<file path="src/sv/dqpc_pkg.sv">
// ----------------------------------------------------------------------------
// dqpc_pkg: shared types and constants
// Widths, register map and the X4 quadrature step table for the dual
// quadrature position counter.
// ----------------------------------------------------------------------------
`default_nettype none

package dqpc_pkg;

    localparam int LIMIT_W = 10;
    localparam int POS_W   = 11;
    localparam int SUM_W   = POS_W + 1;

    localparam logic [LIMIT_W-1:0] LIMIT_RESET = LIMIT_W'(100);

    // Register index of the position limit (byte address 0).
    localparam logic REG_LIMIT = 1'b0;

    typedef logic [1:0]              phase_t;
    typedef logic signed [1:0]       step_t;
    typedef logic [LIMIT_W-1:0]      limit_t;
    typedef logic signed [POS_W-1:0] pos_t;

    // Index is {previous A, previous B, current A, current B}.
    localparam step_t STEP_TABLE [16] = '{
         2'sd0, -2'sd1,  2'sd1,  2'sd0,
         2'sd1,  2'sd0,  2'sd0, -2'sd1,
        -2'sd1,  2'sd0,  2'sd0,  2'sd1,
         2'sd0,  2'sd1, -2'sd1,  2'sd0
    };

endpackage

`default_nettype wire

</file>
<file path="src/sv/dqpc_axis.sv">
// ----------------------------------------------------------------------------
// dqpc_axis: one quadrature axis
// Holds the last phase, step accumulator and position count of one axis and
// computes the saturated position after each sample.
// ----------------------------------------------------------------------------
`default_nettype none

module dqpc_axis (
    input  wire                    clk,
    input  wire                    rst_n,
    input  wire                    advance,
    input  wire dqpc_pkg::phase_t  phase,
    input  wire dqpc_pkg::limit_t  limit,
    output dqpc_pkg::pos_t         count_next
);

    dqpc_pkg::phase_t       last_phase_reg;
    logic signed [1:0]      half_reg;
    logic signed [1:0]      half_next;
    dqpc_pkg::pos_t         count_reg;

    dqpc_pkg::step_t                    step;
    logic signed [2:0]                  acc;
    logic signed [dqpc_pkg::SUM_W-1:0]  sum;
    logic signed [dqpc_pkg::SUM_W-1:0]  lim_pos;
    logic signed [dqpc_pkg::SUM_W-1:0]  lim_neg;
    logic signed [dqpc_pkg::SUM_W-1:0]  clamped;

    always_comb
    begin
        step    = dqpc_pkg::STEP_TABLE[{last_phase_reg, phase}];
        acc     = 3'(half_reg) + 3'(step);
        sum     = dqpc_pkg::SUM_W'(count_reg);
        lim_pos = $signed({2'b00, limit});
        lim_neg = -lim_pos;
        // Two quadrature steps make one count; drop the accumulator back.
        if (acc >= 3'sd2)
        begin
            sum       = sum + 12'sd1;
            half_next = 2'(acc - 3'sd2);
        end
        else if (acc <= -3'sd2)
        begin
            sum       = sum - 12'sd1;
            half_next = 2'(acc + 3'sd2);
        end
        else
        begin
            half_next = 2'(acc);
        end
        if (sum > lim_pos)
        begin
            clamped = lim_pos;
        end
        else if (sum < lim_neg)
        begin
            clamped = lim_neg;
        end
        else
        begin
            clamped = sum;
        end
        count_next = dqpc_pkg::POS_W'(clamped);
    end

    always_ff @(posedge clk or negedge rst_n)
    begin
        if (!rst_n)
        begin
            last_phase_reg <= '0;
            half_reg       <= '0;
            count_reg      <= '0;
        end
        else if (advance)
        begin
            last_phase_reg <= phase;
            half_reg       <= half_next;
            count_reg      <= count_next;
        end
    end

endmodule

`default_nettype wire

</file>
<file path="src/sv/dual_quadrature_position_counter.sv">
// ----------------------------------------------------------------------------
// dual_quadrature_position_counter: X/Y quadrature position counter
// Decodes two quadrature encoders (X4 table, two steps per count) into two
// saturated signed position counts, one result transaction per sample.
// ----------------------------------------------------------------------------
//
// Channel   Direction  Handshake         Payload
// s_*       in         s_tvalid/tready   phase sample, one per transaction
// m_*       out        m_tvalid/tready   X and Y positions after each sample
// APB       in         psel/penable      position_limit at byte address 0
//
// Timing: each accepted sample's result is registered; one transaction per
// cycle is sustained while m_tready is high, set by the single result register.
// Reset: rst_n clears phases, accumulators, counts and the result valid, and
// loads position_limit with 100.
// Stalls: while m_tready is low a held result blocks s_tready; accept a new
// sample in the same cycle in which the held result is taken.
// ----------------------------------------------------------------------------
`default_nettype none

module dual_quadrature_position_counter (
    input  wire         clk,
    input  wire         rst_n,
    // s_tdata: [0] x_phase_a, [1] x_phase_b, [2] y_phase_a, [3] y_phase_b,
    //          [7:4] zero
    input  wire         s_tvalid,
    output logic        s_tready,
    input  wire  [7:0]  s_tdata,
    // m_tdata: [10:0] x_position, [21:11] y_position, [23:22] zero
    output logic        m_tvalid,
    input  wire         m_tready,
    output logic [23:0] m_tdata,
    input  wire         psel,
    input  wire         penable,
    input  wire         pwrite,
    input  wire         paddr,
    input  wire  [31:0] pwdata,
    output logic [31:0] prdata,
    output logic        pready
);

    dqpc_pkg::limit_t limit_reg;
    logic             m_tvalid_reg;
    dqpc_pkg::pos_t   x_pos_reg;
    dqpc_pkg::pos_t   y_pos_reg;

    dqpc_pkg::pos_t   x_next;
    dqpc_pkg::pos_t   y_next;
    logic             advance;

    // Configuration: a single register, always ready.
    assign pready = 1'b1;

    always_comb
    begin
        if (paddr == dqpc_pkg::REG_LIMIT)
        begin
            prdata = 32'(limit_reg);
        end
        else
        begin
            prdata = '0;
        end
    end

    always_ff @(posedge clk or negedge rst_n)
    begin
        if (!rst_n)
        begin
            limit_reg <= dqpc_pkg::LIMIT_RESET;
        end
        else if (psel && penable && pwrite && pready && paddr == dqpc_pkg::REG_LIMIT)
        begin
            limit_reg <= pwdata[dqpc_pkg::LIMIT_W-1:0];
        end
    end

    // Take a sample whenever the result register is empty or being drained.
    assign s_tready = !m_tvalid_reg || m_tready;
    assign advance  = s_tvalid && s_tready;

    dqpc_axis u_axis_x (
        .clk        (clk),
        .rst_n      (rst_n),
        .advance    (advance),
        .phase      ({s_tdata[0], s_tdata[1]}),
        .limit      (limit_reg),
        .count_next (x_next)
    );

    dqpc_axis u_axis_y (
        .clk        (clk),
        .rst_n      (rst_n),
        .advance    (advance),
        .phase      ({s_tdata[2], s_tdata[3]}),
        .limit      (limit_reg),
        .count_next (y_next)
    );

    // Result valid: set on a new sample, clear once taken with nothing new.
    always_ff @(posedge clk or negedge rst_n)
    begin
        if (!rst_n)
        begin
            m_tvalid_reg <= 1'b0;
        end
        else if (advance)
        begin
            m_tvalid_reg <= 1'b1;
        end
        else if (m_tready)
        begin
            m_tvalid_reg <= 1'b0;
        end
    end

    // Result payload: hold while stalled, no reset needed.
    always_ff @(posedge clk)
    begin
        if (advance)
        begin
            x_pos_reg <= x_next;
            y_pos_reg <= y_next;
        end
    end

    assign m_tvalid = m_tvalid_reg;
    assign m_tdata  = {2'b00, y_pos_reg, x_pos_reg};

    a_accept_gives_result : assert property (@(posedge clk) disable iff (!rst_n)
        (s_tvalid && s_tready) |=> m_tvalid)
        else $error("accepted sample produced no result");

    a_x_within_limit : assert property (@(posedge clk) disable iff (!rst_n)
        (s_tvalid && s_tready) |=>
            ($signed(12'(x_pos_reg)) <= $signed({2'b00, $past(limit_reg)}) &&
             $signed(12'(x_pos_reg)) >= -$signed({2'b00, $past(limit_reg)})))
        else $error("X position outside the limit");

    a_y_within_limit : assert property (@(posedge clk) disable iff (!rst_n)
        (s_tvalid && s_tready) |=>
            ($signed(12'(y_pos_reg)) <= $signed({2'b00, $past(limit_reg)}) &&
             $signed(12'(y_pos_reg)) >= -$signed({2'b00, $past(limit_reg)})))
        else $error("Y position outside the limit");

    a_stall_blocks_input : assert property (@(posedge clk) disable iff (!rst_n)
        (m_tvalid && !m_tready) |-> !s_tready)
        else $error("sample accepted over a stalled result");

endmodule

`default_nettype wire
</file>
<file path="config.mk">
export PLATFORM = sky130hd
export DESIGN_NAME = dual_quadrature_position_counter
export DESIGN_NICKNAME = d
export VERILOG_FILES = /design/src/sv/dqpc_pkg.sv /design/src/sv/dqpc_axis.sv /design/src/sv/dual_quadrature_position_counter.sv
export SDC_FILE = /design/constraint.sdc
export NUM_CORES = 1
export LEC_CHECK = 0
export BUFFER_PORTS_ARGS = -buffer_cell sky130_fd_sc_hd__buf_4
export CAP_MARGIN = 20
export CORE_AREA = 8 8 123 125
export CTS_CLUSTER_SIZE = 20
export DETAILED_ROUTE_END_ITERATION = 10
export DIE_AREA = 0 0 131 133
export PLACE_DENSITY = 0.75
export SKIP_CTS_REPAIR_TIMING = 1
export SLEW_MARGIN = 5
export SYNTH_ARGS = -nofsm -noshare
export SYNTH_HDL_FRONTEND = slang
export SYNTH_HIERARCHICAL = 1
export SYNTH_SLANG_ARGS = --single-unit
</file>
<file path="constraint.sdc">
create_clock -name clk -period 4.1 [get_ports clk]
set_input_delay 0.41 -clock clk [delete_from_list [all_inputs] [get_ports clk]]
set_output_delay 0.41 -clock clk [all_outputs]
set_load 0.03 [all_outputs]
</file>
# After elaboration in Yosys (flattened, before gate mapping)
# Memories as Yosys holds them, arrays and structs flattened.
# Cells that the tools add are included.
# word_totals
n_memories	2
input_bits	48
latch_bits	0
out_inout_bits	59
mem_bits_rw	0
register_bits	63
rom_bits	64
wordCells	62
# op_classes
n_mul	0
mux	19
n_reduce_logical	7
n_addsub	11
n_lt_le_gt_ge	10
eq_ne	0
n_shift	0
n_div	0
n_bitwise	3
# memory_table
memory	depth	width	read_ports	rd_ports_with_merged_regs	write_ports	line_no	source
(name not given)	16	2	1	0	0	dqpc_axis.sv:31	step = dqpc_pkg::STEP_TABLE[{last_phase_reg, phase}];
(name not given)	16	2	1	0	0	dqpc_axis.sv:31	
# op_table
op	n
two-way mux 12 bit	4
two-way mux 11 bit	4
adder 11 x 2 -> 12 bit, second input constant	2
> comparator 12 x 11 -> 1 bit	2
less-than comparator 12 bit	2
subtractor 11 x 2 -> 12 bit, second input constant	2
two-way mux 2 bit	8
negation 10 -> 12 bit	1
>= comparator 5 bit, second input constant	2
two-way mux 10 bit	1
inverter 4 -> 5 bit	2
adder 2 x 2 -> 3 bit	2
>= comparator 3 bit, second input constant	2
less-or-equal comparator 3 x 2 -> 1 bit, second input constant	2
adder 2 bit, second input constant	2
logical AND 1 bit	4
subtractor 2 bit, second input constant	2
two-way mux 1 bit	2
nonzero test 2 bit	1
zero test 1 bit	1
logical OR 1 bit	1
inverter 1 bit	1

# Depth between registers and ports, before layout
# Gate-level depths: netlist of run 1.
# depth
depth_word	11
mapped_depth	20
depth_no_buf	18

# Modules after synthesis
# The synthesis of run 1 kept the hierarchy.
# by_module_without_submodules
mod	area_per_inst_um2	seq_area_each_um2	instances	cells_each
dqpc_axis at u_axis_y	2373.5	375.4	1	285
dqpc_axis at u_axis_x	2132.0	375.4	1	275
dual_quadrature_position_counter	1405.1	939.7	1	86

# Worst setup path before layout of run 1
# OpenSTA, ideal clock, no wires.
# synth_path
kind	input to register
startpoint	input s_tdata[3]
endpoint	register y_pos_reg[9], data pin
required_time_ns	3.840
setup_slack_ns	-0.668
n_path_buf	2
cell_stages	19
setup_ns	0.260
arrival_time_ns	4.508
cell_sequence	inv_1 ha_1 mux4_2 inv_1 fa_1 buf_2 a211o_1 or4_1 nor4_2 o21ai_2 inv_2 ha_1 or3b_1 a211oi_1 nor2_1 buf_2 or4_1 a22oi_1 a21oi_1
# synth_via
elab_chain_len	11
word_cells_on_any_way	13
classes_between	1 x add/sub; 4 x order compare; 6 x mux; 1 x bitwise; 1 x memory
# synth_rtl
item	line_no	source
start: declaration	dual_quadrature_position_counter.sv:28	input wire [7:0] s_tdata,
inverter 4 -> 5 bit (implied by the code) *	dqpc_axis.sv:31	
memory (16 x 2 bit) *	--	
two-way mux 2 bit (implied by the code) * (2 in series)	dqpc_axis.sv:31	
adder 2 x 2 -> 3 bit *	dqpc_axis.sv:32	acc = 3'(half_reg) + 3'(step);
less-or-equal comparator 3 x 2 -> 1 bit	dqpc_axis.sv:42	else if (acc <= -3'sd2)
two-way mux 12 bit	dqpc_axis.sv:42	
two-way mux 12 bit *	dqpc_axis.sv:37	if (acc >= 3'sd2)
less-than comparator 12 bit	dqpc_axis.sv:55	else if (sum < lim_neg)
two-way mux 11 bit	dqpc_axis.sv:55	
two-way mux 11 bit *	dqpc_axis.sv:51	if (sum > lim_pos)
via y_next[9]	dual_quadrature_position_counter.sv:48	dqpc_pkg::pos_t y_next;
end signal: assignment	dual_quadrature_position_counter.sv:123	y_pos_reg <= y_next;
end: declaration	dual_quadrature_position_counter.sv:45	dqpc_pkg::pos_t y_pos_reg;
# The timed path passes the listed nets; every way through them passes the cells marked *. The select of a mux whose other input is x is not followed.
# A chain may end at the register's enable or synchronous reset.

# Final worst setup path of run 1
# layout_path
startpoint	register u_axis_y.last_phase_reg[1]
endpoint	register y_pos_reg[3], data pin
# layout_via
elab_chain_len	11
word_cells_on_any_way	13
classes_between	1 x add/sub; 4 x order compare; 6 x mux; 1 x bitwise; 1 x memory
# layout_rtl
item	line_no	source
start: declaration	dqpc_axis.sv:17	dqpc_pkg::phase_t last_phase_reg;
start signal: assignment	dqpc_axis.sv:76	last_phase_reg <= phase;
inverter 4 -> 5 bit (implied by the code) *	dqpc_axis.sv:31	
memory (16 x 2 bit) *	--	
two-way mux 2 bit (implied by the code) * (2 in series)	dqpc_axis.sv:31	
adder 2 x 2 -> 3 bit *	dqpc_axis.sv:32	
less-or-equal comparator 3 x 2 -> 1 bit	dqpc_axis.sv:42	
two-way mux 12 bit	dqpc_axis.sv:42	
two-way mux 12 bit *	dqpc_axis.sv:37	
less-than comparator 12 bit	dqpc_axis.sv:55	
two-way mux 11 bit	dqpc_axis.sv:55	
two-way mux 11 bit *	dqpc_axis.sv:51	
via y_next[3]	dual_quadrature_position_counter.sv:48	
# Marked as above.

==> out/results.tsv, run 1 <==
metric	value	unit
status	finished, violations left	
violations	setup timing	
io_pins	107	
yosys.area.top_type_share	16.1	%
dpl.hpwl	13500	um
clock_path_buffers	2	
crit_required	4.19	ns
p_per_area	943	nW/um^2
drt_first_pass_iters	5	
final_cell_count_no_fill	992	
fin_nets	917	
layout_min_cycle_time	4.65	ns
arrival	4.74	ns
dieArea	17400	sq um
synth_commonest_cells	56 x ha_1, 53 x nand2_1, 51 x inv_1, 43 x nor2_1, 38 x dfrtp_1	
grt_antenna_before_repair	0	
crit_fanout	4	
setup-violations-final	44	
numPortBuffers	55	
clock_sinks	63	
rr_startpoint	u_axis_y/last_phase_reg[1]	
reg2reg_setup_slack	-0.55	ns
final_util	65.3	%
yosysSeqAreaShare	28.6	%
drcViolationCount	0	
clk_latency	0.35	ns
chipHeight	133	um
start_kind	flip-flop	
syn_area_per_cell	9.15	sq um
rows	42	
ir_drop	0.586	mV
worstSetupPathType	reg -> reg	
root_buffer	clkbuf_16	
initial_core_util	45.2	%
synth_edf_count	22	
final_layout_size_suffix_gt1_share	46.3	%
slew_viol_final	0	
synthArstFlopShare	65.1	%
fp.coreArea	13100	sq um
syn_inst	646	
antennaDiodeCount	0	
rsz0062_at_grt	true	
area_growth	44.5	%
place.gp.congestion	0.944	
synth.most_common_cell	ha_1	
drtIter0Drc	382	
drt-vias-per-instance	5.73	
netlist_area	5910	sq um
post-place-cells	948	
yosys_warnings	6	
synth_ff_type	dfrtp_1	
gr-total-overflow	0	
grt_max_degree	42	
synth_seq_cells	63	
clock_skew	0.00565	ns
final.setup.tns	-17.65	ns
drt_wl_total	19500	um
path_clk_slew	0.06	ns
grt_pass1_vias	5516	
endpoint_kind	flip-flop	
final_cell_area	8540	sq um
tritoncts	done	
period_share	113	%
leakage	3.78	nW
setup_ws	-0.550	ns
grt_pass1_wl	27900	um
timing.fmax	215	MHz
hold_viol_final	0	
synth_top_area_cell	dfrtp_1	
reg2reg_depth	17	
vias	5681	
synth_area_leaders	dfrtp_1 16%, ha_1 12%, edfxtp_1 11%	
total_power	8.05	mW
worst_slew_pin_slew	0.728	ns
numCtsBuffers	9	
h-tree-depth	3	
wl_per_cell	19.7	um
die_w	131	um
post_dp_cell_area	7280	sq um
hold_class	in -> async	
maxCapViolations	0	
r2r-end	y_pos_reg[3]	
max_slew_margin	51.5	%
grt_use_total	20.4	%
ant_nets	0	
netlist-cell-type-count	86	
metrics by stage:
step	setup slack, ns	hold WS (ns)
after floorplan	-0.577	0.114
final	-0.550	0.0583
after global routing	-0.649	0.102
after CTS	-0.720	0.0880
after global placement	-0.964	0.446
after detailed placement	-1.03	0.456
kinds of logic (layout without fill, tap and decap cells):
| kind of cell | Yosys count | count (layout) | synth area share (%) |
|---|---|---|---|
| other | 2 | 25 | 0.127 |
| multiplexers | 33 | 33 | 7.30 |
| AND/OR/NAND/NOR | 201 | 201 | 18.3 |
| XOR/XNOR | 38 | 38 | 5.76 |
| adder cells (fa/ha/maj) | 58 | 58 | 12.5 |
| buffers and inverters | 105 | 251 | 9.23 |
| flip-flops | 63 | 63 | 28.6 |
| AO/OA/AOI/OAI | 146 | 147 | 18.2 |
worst max-delay path, stage by stage (launching register included):
cell and delay (ns):
dfrtp_1 0.40, mux4_2 0.55, inv_2 0.07, fa_2 0.46, a211o_1 0.31, or4_4 0.47, o31ai_4 0.28, xnor2_2 0.18
inv_2 0.11, ha_4 0.30, nand3_1 0.11, a211o_4 0.32, a21oi_4 0.23, buf_12 0.14, nor2_4 0.04, buf_6 0.13
a22oi_2 0.20, o22ai_2 0.10
per-layer routing:
layer / GRT usage (%) / part of all wire, % / up-vias / wire (um)
met2: 37.0 / 54 / 208 / 10500
li1: - / - / 2624 / -
met3: 2.89 / 4.4 / 58 / 865
met5: 0 / 0 / - / 0
met1: 22.1 / 38 / 2791 / 7380
met4: 10.7 / 4.2 / 0 / 817
final cells by class:
type	instances	area (sq um)
Tap cell	176	220
Clock inverter	5	27.5
Clock buffer	11	233
Sequential cell	63	1690
Timing Repair Buffer	182	1480
Inverter	53	231
Multi-Input combinational cell	502	4660
Fill cell	994	4550
power by group:
group / total [mW] / internal [mW] / leakage (nW) / switching [mW]
Clock: 0.707 / 0.405 / 0.129 / 0.302
Combinational: 6.04 / 2.92 / 2.96 / 3.12
Sequential: 1.31 / 0.995 / 0.695 / 0.312
worst max path at each step:
stage / from / to / slack (ns) / depth (start not counted)
floorplan: s_tdata[3] / u_axis_y/count_reg[4] / -0.58 / 20
global placement: s_tdata[3] / y_pos_reg[9] / -0.96 / 19
detailed placement: s_tdata[3] / y_pos_reg[9] / -1.03 / 19
CTS: u_axis_y/last_phase_reg[1] / y_pos_reg[9] / -0.72 / 16
global route: u_axis_y/last_phase_reg[1] / u_axis_y/count_reg[3] / -0.65 / 18
finish: u_axis_y/last_phase_reg[1] / y_pos_reg[3] / -0.55 / 17
cell usage in the layout, fill, tap and decap left out, drive strengths merged, types with 7 or more instances in the layout:
cell type,netlist,layout
xnor2,30,30
xor2,8,8
a21o,10,10
a31oi,11,11
edfxtp,22,22
nor2,45,45
nand4,8,8
ha,56,56
nand2,54,54
nor2b,16,16
conb,2,25
inv,53,53
a22oi,7,7
nand3,16,16
dfrtp,38,38
o21ai,30,30
a21oi,22,23
nor3,18,18
a211oi,11,11
buf,40,181
clkbuf,12,12
mux2,25,25
(Power assumes the default switching activity.)
==> run 2: changes to the inputs <==
--- a/config.mk
+++ b/config.mk
@@ -18,3 +18,4 @@
 export SYNTH_HDL_FRONTEND = slang
 export SYNTH_HIERARCHICAL = 1
 export SYNTH_SLANG_ARGS = --single-unit
+export TNS_END_PERCENT = 10
==> run 2 against run 1 <==
Compared with the run above:
- the flow still finishes with violations (setup timing)
- wire length decreased by 8.2%
- clock-buffer cell count is 3 higher
- die area unchanged
- critical path depth up 2
- register-to-register slack got worse by 0.05 ns
- cell count is 0.91% lower
- total power down 9.4%
- clock power grew 6.6%
- sequential share of layout area grew 1.4 points
- largest cell class unchanged
- largest power group unchanged
- highest routed layer unchanged
==> out/results.tsv, run 2 (synthesis gave the netlist of run 1 again) <==
metric	value	unit	change
chipHeight	133	um	unchanged
rows	42		unchanged
final_common_cell	buf_4		unchanged
intPower	3.97	mW	was 4.32 mW
vias	5460		was 5,681
final_cell_mix	165 x buf_4, 49 x nand2_1, 48 x inv_1, 48 x ha_1, 41 x nor2_1		was 158 x buf_4, 49 x nand2_1, 43 x inv_1, 42 x ha_1, 39 x nor2_1
ant_nets	0		unchanged
crit_start	u_axis_y/last_phase_reg[1]		unchanged
tritoncts	done		unchanged
endpoint_kind	flip-flop		unchanged
post_dp_cell_area	7240	sq um	was 7280 sq um
swShare	45.6	%	was 46.4%
clock_sinks	63		unchanged
power_switching	3.33	mW	was 3.74 mW
r2r-end	y_pos_reg[4]		was y_pos_reg[3]
worstSetupPathType	reg -> reg		unchanged
final_cell_area	7990	sq um	was 8540 sq um
crit_required	4.29	ns	was 4.19 ns
start_kind	flip-flop		unchanged
slew_viol_final	0		unchanged
gr-total-overflow	0		unchanged
setup-violations-final	44		unchanged
layout_min_cycle_time	4.70	ns	was 4.65 ns
reg2reg_depth	19		was 17
root_buffer	clkbuf_16		unchanged
setup_ws	-0.598	ns	was -0.550 ns
reg2reg_setup_slack	-0.60	ns	was -0.55 ns
hold_class	in -> async		unchanged
post-place-cells	957		was 948
clk_latency	0.34	ns	was 0.35 ns
fin_nets	908		was 917
clock_path_buffers	2		unchanged
drt_wl_total	17900	um	was 19,500 um
rr_startpoint	u_axis_y/last_phase_reg[1]		unchanged
grt_max_degree	45		was 42
worst_slew_pin_slew	0.609	ns	was 0.728 ns
numCtsBuffers	9		unchanged
rsz0062_at_grt	true		unchanged
dpl.hpwl	13600	um	was 13,500 um
io_pins	107		unchanged
ir_drop	0.518	mV	was 0.586 mV
drt_first_pass_iters	7		was 5
grt_use_total	20.5	%	was 20.4%
seq_power_share	17.6	%	was 16.2%
initial_core_util	45.2	%	unchanged
arrival	4.89	ns	was 4.74 ns
maxCapViolations	0		unchanged
numPortBuffers	55		unchanged
die_w	131	um	unchanged
wl_per_cell	18.2	um	was 19.7 um
grt_antenna_before_repair	0		unchanged
clock_skew	0.00679	ns	was 0.00565 ns
final_layout_size_suffix_gt1_share	39.5	%	was 46.3%
drcViolationCount	0		unchanged
p_clk_share	10.3	%	was 8.8%
final_cell_count_no_fill	983		was 992
grt_pass1_wl	27900	um	about the same
area_growth	35.1	%	was 44.5%
final.setup.tns	-18.97	ns	was -17.65 ns
hold_viol_final	0		unchanged
drt-vias-per-instance	5.55		was 5.73
violations	setup timing		unchanged
p_per_area	914	nW/um^2	was 943 nW/um^2
fp.coreArea	13100	sq um	unchanged
timing.fmax	213	MHz	was 215 MHz
place.gp.congestion	0.976		was 0.944
crit_end	y_pos_reg[4]		was y_pos_reg[3]
h-tree-depth	3		unchanged
drtIter0Drc	325		was 382
comb_power_share	72.1	%	was 75.0%
antennaDiodeCount	0		unchanged
grt_pass1_vias	5678		was 5,516
status	finished, violations left		unchanged
period_share	115	%	was 113%
dieArea	17400	sq um	unchanged
crit_fanout	6		was 4
leakage	3.62	nW	was 3.78 nW
fill_cells	1090		was 994
path_clk_slew	0.05	ns	was 0.06 ns
max_slew_margin	59.4	%	was 51.5%
-- run 2: changes by cell type in the layout (fill, tap and decap cells not counted), moves of 4 or more --
cell and delta:
ha_4 -7, ha_1 +6, inv_1 +5, mux2_4 -5, a21oi_4 -4, nor3_1 +4
buf_6 -13, buf_4 +7
-- run 2: power by group through the flow --
| stage | clock network (mW) | logic [mW] | registers, mW |
|---|---|---|---|
| 2_1_floorplan | 0 | 2.68 | 1.41 |
| 3_3_place_gp | 0 | 4.50 | 1.27 |
| 3_5_place_dp | 0 | 4.65 | 1.27 |
| 4_1_cts | 0.781 | 4.68 | 1.27 |
| 5_1_grt | 0.804 | 5.70 | 1.32 |
| 6_report | 0.754 | 5.26 | 1.28 |
-- run 2: routing by layer --
layer  wire (um)  GRT usage, %  vias up  share of wire, %
met3         892          5.54       40               5.0
met2        9760          37.9      147                54
li1            -             -     2610                 -
met1        6790          20.9     2663                38
met4         492          8.30        0               2.7
met5           0             0        -                 0
-- run 2: worst min path at each step --
stage | from | end | slack (ns) | depth (start not counted)
CTS | rst_n | u_axis_x/half_reg[1] | 0.08 | 1
global placement | rst_n | u_axis_x/last_phase_reg[0] | 0.44 | 1
detailed placement | rst_n | u_axis_x/half_reg[1] | 0.45 | 1
global route | rst_n | u_axis_x/half_reg[1] | 0.10 | 1
floorplan | rst_n | limit_reg[0] | 0.11 | 0
finish | rst_n | u_axis_x/half_reg[1] | 0.06 | 1
-- run 2: stage by stage --
step | utilization (%) | power, mW | hold WS [ns] | setup slack, ns
4_1_cts | 57.6 | 6.72 | 0.0755 | -0.651
5_1_grt | 61.0 | 7.82 | 0.100 | -0.784
3_3_place_gp | 55.3 | 5.77 | 0.440 | -0.845
2_1_floorplan | - | 4.09 | 0.114 | -0.601
6_report | 61.0 | 7.30 | 0.0647 | -0.598
3_5_place_dp | 55.3 | 5.93 | 0.451 | -0.979
-- run 2: layout make-up --
type | count | area (sq um) | share of cell area (%)
sequential | 63 | 1690 | 21.2
inverter | 53 | 214 | 2.68
clock inverter | 2 | 12.5 | 0.157
multi-input combinational | 501 | 4210 | 52.7
timing repair buffer | 174 | 1350 | 16.9
clock buffer | 14 | 285 | 3.57
tap | 176 | 220 | 2.76
-- run 2: worst max-delay path, cell delays in order (launching register included) --
cell,delay [ns]
dfrtp_2,0.43
xnor2_2,0.15
xnor2_1,0.20
ha_2,0.21
fa_1,0.44
a211o_1,0.33
or4_4,0.44
buf_6,0.14
nor4_4,0.14
o21ai_2,0.09
inv_2,0.09
ha_4,0.14
or3b_4,0.39
o22ai_4,0.14
a211o_1,0.20
a21oi_4,0.08
buf_12,0.16
or4_4,0.47
and2_4,0.17
o22ai_2,0.13
